===== src/hdl/utf8sd_pkg.sv =====
// shared types, constants and byte classification for the utf-8 stream decoder
package utf8sd_pkg;

    localparam int BYTE_W      = 8;
    localparam int CP_W        = 21;
    localparam int CNT_W       = 3;
    localparam int FLAG_W      = 4;
    localparam int REM_W       = 2;
    localparam int QUEUE_DEPTH = 2;
    localparam int QPTR_W      = $clog2(QUEUE_DEPTH);
    localparam int QCNT_W      = $clog2(QUEUE_DEPTH + 1);

    localparam int FLAG_INVALID   = 0;
    localparam int FLAG_OVERLONG  = 1;
    localparam int FLAG_SURROGATE = 2;
    localparam int FLAG_RANGE     = 3;

    localparam logic [CP_W-1:0] MAX_SCALAR     = 21'h10FFFF;
    localparam logic [9:0]      SURROGATE_HIGH = 10'h01B;
    localparam logic [CP_W-1:0] MIN_TWO_BYTE   = 21'd128;
    localparam logic [CP_W-1:0] MIN_THREE_BYTE = 21'd2048;
    localparam logic [CP_W-1:0] MIN_FOUR_BYTE  = 21'd65536;

    typedef enum logic [2:0] {
        CLS_CONT  = 3'd0,
        CLS_ASCII = 3'd1,
        CLS_LEAD2 = 3'd2,
        CLS_LEAD3 = 3'd3,
        CLS_LEAD4 = 3'd4,
        CLS_BAD   = 3'd5
    } byte_class_t;

    typedef struct packed {
        logic [BYTE_W-1:0] data;
        byte_class_t       cls;
    } queue_entry_t;

    // class from the top five bits
    function automatic byte_class_t classify(input logic [BYTE_W-1:0] b);
        byte_class_t c;
        case (b[7:3]) inside
            [5'd0:5'd15]:  c = CLS_ASCII;
            [5'd16:5'd23]: c = CLS_CONT;
            [5'd24:5'd27]: c = CLS_LEAD2;
            [5'd28:5'd29]: c = CLS_LEAD3;
            5'd30:         c = CLS_LEAD4;
            default:       c = CLS_BAD;
        endcase
        return c;
    endfunction

    // payload bits carried by a lead byte
    function automatic logic [BYTE_W-1:0] lead_mask(input byte_class_t c);
        logic [BYTE_W-1:0] m;
        case (c)
            CLS_ASCII: m = 8'h7F;
            CLS_LEAD2: m = 8'h1F;
            CLS_LEAD3: m = 8'h0F;
            CLS_LEAD4: m = 8'h07;
            default:   m = 8'h00;
        endcase
        return m;
    endfunction

    // value below the smallest one its lead class may encode
    function automatic logic is_overlong(input byte_class_t c, input logic [CP_W-1:0] cp);
        logic o;
        case (c)
            CLS_CONT:  o = 1'b1;
            CLS_LEAD2: o = (cp < MIN_TWO_BYTE);
            CLS_LEAD3: o = (cp < MIN_THREE_BYTE);
            CLS_LEAD4: o = (cp < MIN_FOUR_BYTE);
            default:   o = 1'b0;
        endcase
        return o;
    endfunction

endpackage


===== src/hdl/utf8_stream_decoder.sv =====
// top level of the utf-8 stream decoder: classifier, queue and decoder
//
// input channel: one raw byte per request on byte_in, handshake byte_valid /
//   byte_ready. output channel: one result per finished sequence on
//   code_point, byte_count and error_flags, handshake result_valid /
//   result_ready. a byte that only extends a sequence gives no result.
// throughput: one byte per cycle, sustained as long as result_ready is high.
//   the decoder state update is combinational logic around its state registers
//   and is the loop that sets this figure.
// path: an accepted byte enters the two-entry queue; the decoder takes it
//   from the queue head and, for the byte that ends its sequence, loads the
//   result register that drives result_valid.
// stall: the result register holds its value while result_ready is low; the
//   decoder then stops taking bytes and the queue absorbs up to two more
//   before byte_ready drops.
// reset: rst_n clears the queue, the sequence state and the result valid;
//   the decoder then waits for a lead byte.
module utf8_stream_decoder (
    input  logic        clk,
    input  logic        rst_n,
    input  logic        byte_valid,
    output logic        byte_ready,
    input  logic [7:0]  byte_in,
    output logic        result_valid,
    input  logic        result_ready,
    output logic [20:0] code_point,
    output logic [2:0]  byte_count,
    output logic [3:0]  error_flags
);
    import utf8sd_pkg::*;

    // classified byte into the queue
    logic         push_valid;
    logic         push_ready;
    queue_entry_t push_entry;

    // queue head into the decoder
    logic         pop_valid;
    logic         pop_ready;
    queue_entry_t pop_entry;

    utf8sd_front u_front (
        .clk        (clk),
        .rst_n      (rst_n),
        .byte_valid (byte_valid),
        .byte_ready (byte_ready),
        .byte_in    (byte_in),
        .push_valid (push_valid),
        .push_ready (push_ready),
        .push_entry (push_entry)
    );

    utf8sd_queue u_queue (
        .clk        (clk),
        .rst_n      (rst_n),
        .push_valid (push_valid),
        .push_ready (push_ready),
        .push_entry (push_entry),
        .pop_valid  (pop_valid),
        .pop_ready  (pop_ready),
        .pop_entry  (pop_entry)
    );

    // sequence tracking and result register
    utf8sd_back u_back (
        .clk          (clk),
        .rst_n        (rst_n),
        .pop_valid    (pop_valid),
        .pop_ready    (pop_ready),
        .pop_entry    (pop_entry),
        .result_valid (result_valid),
        .result_ready (result_ready),
        .code_point   (code_point),
        .byte_count   (byte_count),
        .error_flags  (error_flags)
    );

endmodule


===== src/hdl/utf8sd_front.sv =====
// front end: takes raw bytes and tags each with its class
module utf8sd_front (
    input  logic                        clk,
    input  logic                        rst_n,
    input  logic                        byte_valid,
    output logic                        byte_ready,
    input  logic [7:0]                  byte_in,
    output logic                        push_valid,
    input  logic                        push_ready,
    output utf8sd_pkg::queue_entry_t    push_entry
);
    import utf8sd_pkg::*;

    assign byte_ready      = push_ready;
    assign push_valid      = byte_valid;
    assign push_entry.data = byte_in;
    assign push_entry.cls  = classify(byte_in);

    // a tagged request must agree with the raw byte it came from
    assert property (@(posedge clk) disable iff (!rst_n)
        push_valid |-> (push_entry.cls == CLS_ASCII) == (push_entry.data[7] == 1'b0))
        else $error("ascii class does not match bit 7");

    assert property (@(posedge clk) disable iff (!rst_n)
        (push_valid && push_entry.cls == CLS_CONT) |-> (push_entry.data[7:6] == 2'b10))
        else $error("continuation class on a non-continuation byte");

    assert property (@(posedge clk) disable iff (!rst_n)
        (push_valid && push_entry.cls == CLS_BAD) |-> (push_entry.data[7:3] == 5'h1F))
        else $error("invalid class on a valid lead pattern");

endmodule


===== src/hdl/utf8sd_queue.sv =====
// short queue between the classifier and the decoder
module utf8sd_queue (
    input  logic                        clk,
    input  logic                        rst_n,
    input  logic                        push_valid,
    output logic                        push_ready,
    input  utf8sd_pkg::queue_entry_t    push_entry,
    output logic                        pop_valid,
    input  logic                        pop_ready,
    output utf8sd_pkg::queue_entry_t    pop_entry
);
    import utf8sd_pkg::*;

    queue_entry_t        mem [QUEUE_DEPTH];
    logic [QPTR_W-1:0]   wr_ptr_reg, wr_ptr_next;
    logic [QPTR_W-1:0]   rd_ptr_reg, rd_ptr_next;
    logic [QCNT_W-1:0]   count_reg, count_next;
    logic                push;
    logic                pop;

    assign push_ready = (count_reg != QCNT_W'(QUEUE_DEPTH));
    assign pop_valid  = (count_reg != '0);
    assign pop_entry  = mem[rd_ptr_reg];
    assign push       = push_valid && push_ready;
    assign pop        = pop_valid && pop_ready;

    always_comb
    begin
        wr_ptr_next = wr_ptr_reg;
        rd_ptr_next = rd_ptr_reg;
        count_next  = count_reg;
        if (push)
        begin
            wr_ptr_next = (wr_ptr_reg == QPTR_W'(QUEUE_DEPTH - 1)) ? '0 : wr_ptr_reg + 1'b1;
        end
        if (pop)
        begin
            rd_ptr_next = (rd_ptr_reg == QPTR_W'(QUEUE_DEPTH - 1)) ? '0 : rd_ptr_reg + 1'b1;
        end
        if (push && !pop)
        begin
            count_next = count_reg + 1'b1;
        end
        else if (pop && !push)
        begin
            count_next = count_reg - 1'b1;
        end
    end

    always_ff @(posedge clk or negedge rst_n)
    begin
        if (!rst_n)
        begin
            wr_ptr_reg <= '0;
            rd_ptr_reg <= '0;
            count_reg  <= '0;
        end
        else
        begin
            wr_ptr_reg <= wr_ptr_next;
            rd_ptr_reg <= rd_ptr_next;
            count_reg  <= count_next;
        end
    end

    always_ff @(posedge clk)
    begin
        if (push)
        begin
            mem[wr_ptr_reg] <= push_entry;
        end
    end

    assert property (@(posedge clk) disable iff (!rst_n)
        count_reg <= QCNT_W'(QUEUE_DEPTH))
        else $error("queue count beyond depth");

    assert property (@(posedge clk) disable iff (!rst_n)
        (count_reg == '0 || count_reg == QCNT_W'(QUEUE_DEPTH)) |-> (wr_ptr_reg == rd_ptr_reg))
        else $error("queue pointers disagree with count");

    assert property (@(posedge clk) disable iff (!rst_n)
        (push && !pop) |=> (count_reg == $past(count_reg) + 1'b1))
        else $error("queue count missed a push");

endmodule


===== src/hdl/utf8sd_back.sv =====
// back end: sequence state machine and result register
module utf8sd_back (
    input  logic                        clk,
    input  logic                        rst_n,
    input  logic                        pop_valid,
    output logic                        pop_ready,
    input  utf8sd_pkg::queue_entry_t    pop_entry,
    output logic                        result_valid,
    input  logic                        result_ready,
    output logic [20:0]                 code_point,
    output logic [2:0]                  byte_count,
    output logic [3:0]                  error_flags
);
    import utf8sd_pkg::*;

    logic [REM_W-1:0]   rem_reg, rem_next;
    logic [CP_W-1:0]    acc_reg, acc_next;
    byte_class_t        lead_class_reg, lead_class_next;
    logic [CNT_W-1:0]   bytes_reg, bytes_next;
    logic               out_valid_reg, out_valid_next;
    logic [CP_W-1:0]    code_point_reg;
    logic [CNT_W-1:0]   byte_count_reg;
    logic [FLAG_W-1:0]  error_flags_reg;

    logic               pop;
    logic               emit;
    logic               invalid;
    logic [REM_W-1:0]   rem_w;
    logic [CP_W-1:0]    acc_w;
    byte_class_t        cls_w;
    logic [CNT_W-1:0]   bytes_w;
    logic [FLAG_W-1:0]  flags_w;

    assign pop_ready    = !out_valid_reg || result_ready;
    assign pop          = pop_valid && pop_ready;
    assign result_valid = out_valid_reg;
    assign code_point   = code_point_reg;
    assign byte_count   = byte_count_reg;
    assign error_flags  = error_flags_reg;

    always_comb
    begin
        emit    = 1'b0;
        invalid = 1'b0;
        rem_w   = rem_reg;
        acc_w   = acc_reg;
        cls_w   = lead_class_reg;
        bytes_w = bytes_reg;
        if (pop)
        begin
            if (rem_reg == '0)
            begin
                // lead byte
                cls_w   = pop_entry.cls;
                acc_w   = CP_W'(pop_entry.data & lead_mask(pop_entry.cls));
                bytes_w = CNT_W'(1);
                if (pop_entry.cls inside {CLS_LEAD2, CLS_LEAD3, CLS_LEAD4})
                begin
                    rem_w = REM_W'(pop_entry.cls - 3'd1);
                end
                else
                begin
                    emit    = 1'b1;
                    invalid = (pop_entry.cls == CLS_CONT) || (pop_entry.cls == CLS_BAD);
                end
            end
            else
            begin
                // any later byte shifts in, proper continuation or not
                bytes_w = bytes_reg + 1'b1;
                acc_w   = {acc_reg[CP_W-7:0], pop_entry.data[5:0]};
                if (pop_entry.cls == CLS_CONT)
                begin
                    rem_w = rem_reg - 1'b1;
                    emit  = (rem_w == '0);
                end
                else
                begin
                    rem_w   = '0;
                    emit    = 1'b1;
                    invalid = 1'b1;
                end
            end
        end
    end

    always_comb
    begin
        flags_w                 = '0;
        flags_w[FLAG_INVALID]   = invalid;
        flags_w[FLAG_OVERLONG]  = is_overlong(cls_w, acc_w);
        flags_w[FLAG_SURROGATE] = (acc_w[CP_W-1:11] == SURROGATE_HIGH);
        flags_w[FLAG_RANGE]     = (acc_w > MAX_SCALAR);
    end

    always_comb
    begin
        if (emit)
        begin
            rem_next        = '0;
            acc_next        = '0;
            lead_class_next = CLS_CONT;
            bytes_next      = '0;
        end
        else
        begin
            rem_next        = rem_w;
            acc_next        = acc_w;
            lead_class_next = cls_w;
            bytes_next      = bytes_w;
        end
        if (emit)
        begin
            out_valid_next = 1'b1;
        end
        else if (result_ready)
        begin
            out_valid_next = 1'b0;
        end
        else
        begin
            out_valid_next = out_valid_reg;
        end
    end

    always_ff @(posedge clk or negedge rst_n)
    begin
        if (!rst_n)
        begin
            rem_reg        <= '0;
            acc_reg        <= '0;
            lead_class_reg <= CLS_CONT;
            bytes_reg      <= '0;
            out_valid_reg  <= 1'b0;
        end
        else
        begin
            rem_reg        <= rem_next;
            acc_reg        <= acc_next;
            lead_class_reg <= lead_class_next;
            bytes_reg      <= bytes_next;
            out_valid_reg  <= out_valid_next;
        end
    end

    always_ff @(posedge clk)
    begin
        if (emit)
        begin
            code_point_reg  <= acc_w;
            byte_count_reg  <= bytes_w;
            error_flags_reg <= flags_w;
        end
    end

    assert property (@(posedge clk) disable iff (!rst_n)
        (rem_reg != '0) |-> (bytes_reg != '0) && (({1'b0, rem_reg} + bytes_reg) <= CNT_W'(4)))
        else $error("sequence length beyond four bytes");

    assert property (@(posedge clk) disable iff (!rst_n)
        (rem_reg == '0) |-> (acc_reg == '0) && (bytes_reg == '0))
        else $error("idle state not cleared");

    assert property (@(posedge clk) disable iff (!rst_n)
        out_valid_reg |-> (byte_count_reg >= CNT_W'(1)) && (byte_count_reg <= CNT_W'(4)))
        else $error("result byte count out of range");

    assert property (@(posedge clk) disable iff (!rst_n)
        (out_valid_reg && !result_ready) |-> !pop)
        else $error("byte taken while result is stalled");

endmodule


===== config.mk =====
export PLATFORM = sky130hd
export DESIGN_NAME = utf8_stream_decoder
export DESIGN_NICKNAME = d
export VERILOG_FILES = /design/src/hdl/utf8sd_pkg.sv /design/src/hdl/utf8_stream_decoder.sv /design/src/hdl/utf8sd_front.sv /design/src/hdl/utf8sd_queue.sv /design/src/hdl/utf8sd_back.sv
export SDC_FILE = /design/constraint.sdc
export NUM_CORES = 1
export LEC_CHECK = 0
export ABC_CLOCK_PERIOD_IN_PS = 2920
export BUFFER_PORTS_ARGS = -buffer_cell sky130_fd_sc_hd__buf_2
export CORE_MARGIN = 3
export CORE_UTILIZATION = 30
export DETAILED_ROUTE_END_ITERATION = 10
export GPL_ROUTABILITY_DRIVEN = 1
export PLACE_DENSITY = 0.44
export SETUP_SLACK_MARGIN = 0.15
export SKIP_LAST_GASP = 1
export SYNTH_ARGS = -nofsm -noshare
export SYNTH_HDL_FRONTEND = slang
export SYNTH_SLANG_ARGS = --single-unit
export TNS_END_PERCENT = 1

===== constraint.sdc =====
create_clock -name clk -period 2.92 [get_ports clk]
set_input_delay 0.146 -clock clk [delete_from_list [all_inputs] [get_ports clk]]
set_output_delay 0.146 -clock clk [all_outputs]
set_load 0.05 [all_outputs]

==> results.sh, run 1 <==
export IMPL_worst_slew_pin_slew_ns=0.868
export IMPL_critical_path_class="flop to flop"
export IMPL_cp_end_kind="flop"
export IMPL_slowest_stage="dfrtp_2"
export IMPL_synth_fp_nets=316
export IMPL_r2r_slack_ns=0.37
export IMPL_finalWorstSetupSlack_ns=0.372
export IMPL_syn_area_um2=3570
export IMPL_cts_buffers=9
export IMPL_hpwl_um=5080
export IMPL_drv_cap=0
export IMPL_postSynthAreaPerCell_um2=12.0
export IMPL_nets=368
export IMPL_num_io_pins=42
export IMPL_synth_warnings=0
export IMPL_worstPathArrival_ns=2.58
export IMPL_via_count=2380
export IMPL_ctsLongestPathBuffers=2
export IMPL_hold_ws_ns=0.0182
export IMPL_grt_antenna_before_repair=0
export IMPL_wirelength_um=7750
export IMPL_grt_ovfl_total=0
export IMPL_syn_to_final_growth_pct=22.9
export IMPL_grt_util_all_layers_pct=12.8
export IMPL_port_buffer_count=41
export IMPL_reg2reg_from="u_queue.rd_ptr_reg$_DFFE_PN0N_"
export IMPL_final_area_um2=4380
export IMPL_die_x_um=115
export IMPL_diodes=0
export IMPL_critPathTopFamily="simple AND/OR/NAND/NOR gates"
export IMPL_period_share_pct=87.2
export IMPL_grt_max_degree=35
export IMPL_crit_required_ns=2.95
export IMPL_grt_pass1_vias=2431
export IMPL_ys_types=41
export IMPL_place_area_um2=3980
export IMPL_cpPeakStageDelay_ns=0.47
export IMPL_crit_path_start_kind="flop"
export IMPL_cts_setup_buffers=0
export IMPL_clkTransAtPathRegs_ns=0.06
export IMPL_synthCells=297
export IMPL_maxSlewHeadroom_pct=41.9
export IMPL_hold_viol_final=0
export IMPL_ctsRootBufferMaster="clkbuf_16"
export IMPL_start_util_pct=31.0
export IMPL_min_from="byte_in[3]"
export IMPL_vias_per_cell=4.79
export IMPL_drc=0
export IMPL_first_pass_iters=4
export IMPL_first_iter_violations=149
export IMPL_rr_endpoint="u_back.code_point[1]$_DFFE_PP_"
export IMPL_ys_seq_area_share_pct=64.3
export IMPL_totalNegativeSetupSlack_ns=0
export IMPL_cp_cell_sequence="mux2i_4, inv_1, ha_1, or2_2, a21oi_2, a211oi_1, nor3_4, buf_12"
export IMPL_fp_dieH_um=115
export IMPL_rr_worst_depth=8
export IMPL_setup_viol=0
export IMPL_ant_nets=0
export IMPL_critPathMaxFanout=29
export IMPL_fmax_ghz=0.393
export IMPL_clock_skew_ns=0.00639
export IMPL_place_congestion=0.783
export IMPL_cts_sinks=82
export IMPL_cts_tree="done"
export IMPL_critPathBufInv=2
export IMPL_layout_common_cells="48 x edfxtp_1, 41 x buf_2, 36 x nand2_1, 33 x dfrtp_1, 23 x nor2_1"
export IMPL_coreArea_um2=11500
export IMPL_ys_ff_latch=82
export IMPL_worstSetupPathDepth=8
export IMPL_status="complete, no violations"
export IMPL_final_common_cell="edfxtp_1"
export IMPL_clock_tree_htree_level_count=3
export IMPL_period_needed_ns=2.55
export IMPL_final_layout_size_suffix_gt1_share_pct=22.3
export IMPL_dp_slack_ns=0.140
export IMPL_rsz0062_at_grt="no"
export IMPL_whs_path_depth=1
export IMPL_num_rows=39
export IMPL_fp_dieArea_um2=13200
export IMPL_clock_latency_ns=0.34
export IMPL_grt_pass1_wl_um=13000
export IMPL_hp_class="primary input to flop"
export IMPL_slew_viol_final=0
export IMPL_wl_per_cell_um=15.6
export IMPL_hold_path_end="u_queue.mem[0][6]$_DFFE_PP_"
==> cell type report <==
type / instances / area (um^2)
fill: 1121 / 7130
inverter: 13 / 48.8
clock buffer: 14 / 274
clock inverter: 2 / 33.8
timing repair buffer: 56 / 365
multi-input combinational: 187 / 1190
tap: 143 / 179
sequential: 82 / 2290
==> layer usage <==
metal	wire length (um)	GRT usage (%)	share of wire, %	vias to the layer above
met3	288	3.58	3.7	8
met5	0	0	0	-
met2	3710	20.6	48	50
li1	-	-	-	1170
met4	104	4.46	1.3	0
met1	3650	16.7	47	1152
==> per-stage QoR <==
step	util, %	instances
finish	38.1	497
global route	38.1	497
CTS	38.0	497
detailed placement	34.6	476
global placement	34.6	476
floorplan	-	297
==> cells by family after synthesis <==
family / share of synthesized area [%]
muxes: 3.44
xor gates and xnor gates: 1.23
DFF: 64.3
adders and majority gates: 2.46
AOI/OAI and AO/OA: 10.6
buffers and inverters: 3.51
and+or+nand+nor: 14.5
==> synth_stat cells, drive strengths merged <==
library cell / instances / area [um^2]
clkbuf: 9 / 33.8
a21o: 2 / 15.0
or2: 4 / 25.0
o21ai: 15 / 75.1
o221ai: 2 / 17.5
a221o: 1 / 10.0
nor3b: 1 / 7.51
o311ai: 1 / 8.76
nand3: 4 / 20.0
a31o: 1 / 17.5
a2bb2oi: 1 / 8.76
xnor2: 3 / 26.3
nand2b: 2 / 12.5
a32o: 1 / 10.0
nor2: 23 / 86.3
and3: 4 / 25.0
o22ai: 3 / 18.8
ha: 7 / 87.6
and2: 1 / 8.76
o31ai: 5 / 37.5
nor3: 4 / 25.0
nor2b: 19 / 119
a31oi: 6 / 37.5
nor4: 2 / 12.5
xor2: 2 / 17.5
mux2i: 10 / 100
or4: 5 / 41.3
a211oi: 3 / 22.5
a21oi: 12 / 60.1
mux2: 2 / 22.5
edfxtp: 48 / 1440
dfrtp: 34 / 851
inv: 13 / 48.8
o22a: 1 / 8.76
nand2: 36 / 135
a21boi: 4 / 30.0
buf: 6 / 42.5
==> worst register-to-register path, stage by stage, from the launching register on <==
cell,delay (ns)
dfrtp_2,0.47
mux2i_4,0.33
inv_1,0.12
ha_1,0.20
or2_2,0.28
a21oi_2,0.19
a211oi_1,0.15
nor3_4,0.25
buf_12,0.24
==> what timing repair did <==
action                                 CTS  global route
pin swaps                                0             0
hold buffers                             4             0
gates cloned                             1             0
endpoints found under the hold margin   40             0
gates resized for setup                  1             3
setup endpoints to repair               28            57
==> how the worst max path moves through the flow <==
stage | start | endpoint | slack (ns)
after floorplan | u_queue.rd_ptr_reg$_DFFE_PN0N_ | u_back.byte_count[0]$_DFFE_PP_ | 0.21
after global placement | u_queue.rd_ptr_reg$_DFFE_PN0N_ | u_back.code_point[3]$_DFFE_PP_ | 0.28
after CTS | u_queue.rd_ptr_reg$_DFFE_PN0N_ | u_back.acc_reg[12]$_DFF_PN0_ | 0.17
final | u_queue.rd_ptr_reg$_DFFE_PN0N_ | u_back.code_point[1]$_DFFE_PP_ | 0.37
after detailed placement | u_queue.rd_ptr_reg$_DFFE_PN0N_ | u_back.code_point[3]$_DFFE_PP_ | 0.14
after global routing | u_queue.rd_ptr_reg$_DFFE_PN0N_ | u_back.acc_reg[14]$_DFF_PN0_ | 0.20
Power of run 1 is not shown: default switching activity piles up to over one toggle a cycle in this logic, so the estimate is an artifact.
==> inputs of run 2 (changes only) <==
--- a/config.mk
+++ b/config.mk
@@ -5,10 +5,12 @@
 export SDC_FILE = /design/constraint.sdc
 export NUM_CORES = 1
 export LEC_CHECK = 0
-export ABC_CLOCK_PERIOD_IN_PS = 2920
+export ABC_CLOCK_PERIOD_IN_PS = 2100
 export BUFFER_PORTS_ARGS = -buffer_cell sky130_fd_sc_hd__buf_2
+export CORE_ASPECT_RATIO = 0.5
 export CORE_MARGIN = 3
 export CORE_UTILIZATION = 30
+export CTS_CLUSTER_SIZE = 40
 export DETAILED_ROUTE_END_ITERATION = 10
 export GPL_ROUTABILITY_DRIVEN = 1
 export PLACE_DENSITY = 0.44
==> constraint.sdc (replaced) <==
create_clock -name clk -period 2.1 [get_ports clk]
set_input_delay 0.105 -clock clk [delete_from_list [all_inputs] [get_ports clk]]
set_output_delay 0.105 -clock clk [all_outputs]
set_load 0.05 [all_outputs]
==> run 2 against run 1 <==
  * The run now ends with setup timing left
  * Clock skew hardly changed
  * Final area grew 9.3%
  * Final cell count increased by 9.9%
  * Critical path type unchanged
  * Critical endpoint is now u_back.error_flags[0]$_SDFFCE_PP0P_
  * Largest cell class unchanged
==> results.sh, run 2 (synthesized netlist as in run 1, its figures left out) <==
export IMPL_setup_viol=58
export IMPL_num_io_pins=42
export IMPL_maxSlewHeadroom_pct=43.3
export IMPL_dp_slack_ns=-0.244
export IMPL_fp_dieArea_um2=13300
export IMPL_start_util_pct=31.6
export IMPL_place_congestion=0.744
export IMPL_clkTransAtPathRegs_ns=0.06
export IMPL_nets=401
export IMPL_die_x_um=160
export IMPL_syn_to_final_growth_pct=34.3
export IMPL_wl_per_cell_um=15.0
export IMPL_worstSetupPathDepth=9
export IMPL_period_needed_ns=2.28
export IMPL_period_share_pct=109
export IMPL_wirelength_um=8210
export IMPL_wl_met1_um=4050
export IMPL_critPathMaxFanout=14
export IMPL_cp_end_kind="flop"
export IMPL_coreArea_um2=11300
export IMPL_grt_pass1_wl_um=13700
export IMPL_num_rows=27
export IMPL_vias_per_cell=4.57
export IMPL_ctsRootBufferMaster="clkbuf_16"
export IMPL_ctsLongestPathBuffers=2
export IMPL_rsz0062_at_grt="yes"
export IMPL_status="finished with violations"
export IMPL_totalNegativeSetupSlack_ns=-6.50
export IMPL_fmax_ghz=0.439
export IMPL_grt_antenna_before_repair=0
export IMPL_slowest_stage="dfrtp_2"
export IMPL_r2r_slack_ns=-0.18
export IMPL_grt_max_degree=35
export IMPL_first_iter_violations=185
export IMPL_final_common_cell="edfxtp_1"
export IMPL_fp_dieH_um=83.1
export IMPL_hp_class="primary input to flop"
export IMPL_layout_common_cells="48 x edfxtp_1, 41 x buf_2, 36 x nand2_1, 33 x buf_4, 33 x dfrtp_1"
export IMPL_min_from="byte_in[5]"
export IMPL_dr_wl_met3_um=308
export IMPL_top_layer="met4"
export IMPL_diodes=0
export IMPL_finalWorstSetupSlack_ns=-0.179
export IMPL_hpwl_um=5650
export IMPL_drv_cap=0
export IMPL_reg2reg_from="u_queue.rd_ptr_reg$_DFFE_PN0N_"
export IMPL_clock_tree_htree_level_count=3
export IMPL_critPathTopFamily="simple AND/OR/NAND/NOR gates"
export IMPL_ant_nets=0
export IMPL_cts_sinks=82
export IMPL_grt_util_all_layers_pct=13.1
export IMPL_grt_ovfl_total=0
export IMPL_cpPeakStageDelay_ns=0.43
export IMPL_critPathBufInv=3
export IMPL_first_pass_iters=4
export IMPL_via_count=2493
export IMPL_crit_required_ns=2.15
export IMPL_cts_tree="done"
export IMPL_clock_skew_ns=0.00595
export IMPL_grt_pass1_vias=2546
export IMPL_hold_path_end="u_queue.mem[1][8]$_DFFE_PP_"
export IMPL_hold_viol_final=0
export IMPL_final_layout_size_suffix_gt1_share_pct=30.2
export IMPL_clock_latency_ns=0.34
export IMPL_crit_path_start_kind="flop"
export IMPL_cp_cell_sequence="mux2i_4, inv_2, ha_2, or2_4, a21oi_4, a211oi_4, nor3_4, buf_4, buf_16"
export IMPL_cts_buffers=9
export IMPL_port_buffer_count=41
export IMPL_worst_slew_pin_slew_ns=0.850
export IMPL_rr_endpoint="u_back.error_flags[0]$_SDFFCE_PP0P_"
export IMPL_critical_path_class="flop to flop"
export IMPL_violations="setup timing"
export IMPL_worstPathArrival_ns=2.33
export IMPL_drc=0
export IMPL_slew_viol_final=0
export IMPL_route_met2_wl_um=3750
export IMPL_whs_path_depth=1
export IMPL_rr_worst_depth=9
-- run 2: changes by cell type in the layout (fill, tap and decap cells not counted), moves of 3 or more --
cell,before,now
dlygate4sd3_1,4,7
buf_4,9,33
inv_1,13,10
clkinvlp_4,0,3
clkbuf_8,3,0
-- run 2: timing repair --
action                                  in CTS  in global routing
setup buffers                                3                  2
gates resized for setup                      5                  2
hold endpoints to repair                    46                  0
endpoints found under the setup margin      66                 75
gates cloned                                 2                  1
hold buffers                                 7                  0
pin swaps                                    3                  3
-- run 2: cell type report --
cell class	count	area [um^2]
Clock buffer	9	225
Clock inverter	7	118
Fill cell	1092	6490
Inverter	13	52.6
Multi-Input combinational cell	187	1220
Sequential cell	82	2290
Tap cell	159	199
Timing Repair Buffer	89	686
-- run 2: per-stage QoR --
stage / cells / hold slack [ns] / instance area, um^2 / util (%)
after floorplan: 297 / -0.191 / 3630 / -
after global placement: 515 / 0.240 / 4230 / 37.5
after detailed placement: 515 / 0.265 / 4230 / 37.5
after CTS: 543 / 0.0121 / 4730 / 41.9
after global routing: 546 / 0.0278 / 4790 / 42.5
final: 546 / 0.0223 / 4790 / 42.5
-- run 2: routing by layer --
metal  up-vias  global-route usage (%)
met5         -                       0
met4         0                    4.25
met3         9                    3.84
met2        34                    19.7
met1      1220                    18.1
li1       1230                       -
-- run 2: worst max-delay path by stage --
| stage | end | slack [ns] | startpoint |
|---|---|---|---|
| 2_1_floorplan | u_back.byte_count[0]$_DFFE_PP_ | -0.33 | u_queue.rd_ptr_reg$_DFFE_PN0N_ |
| 3_3_place_gp | u_back.code_point[20]$_DFFE_PP_ | -0.21 | u_queue.rd_ptr_reg$_DFFE_PN0N_ |
| 3_5_place_dp | u_back.error_flags[3]$_DFFE_PP_ | -0.24 | u_queue.rd_ptr_reg$_DFFE_PN0N_ |
| 4_1_cts | u_back.error_flags[0]$_SDFFCE_PP0P_ | -0.18 | u_queue.rd_ptr_reg$_DFFE_PN0N_ |
| 5_1_grt | u_back.error_flags[0]$_SDFFCE_PP0P_ | -0.26 | u_queue.rd_ptr_reg$_DFFE_PN0N_ |
| 6_report | u_back.error_flags[0]$_SDFFCE_PP0P_ | -0.18 | u_queue.rd_ptr_reg$_DFFE_PN0N_ |
Power of run 2 is left out for the same reason.
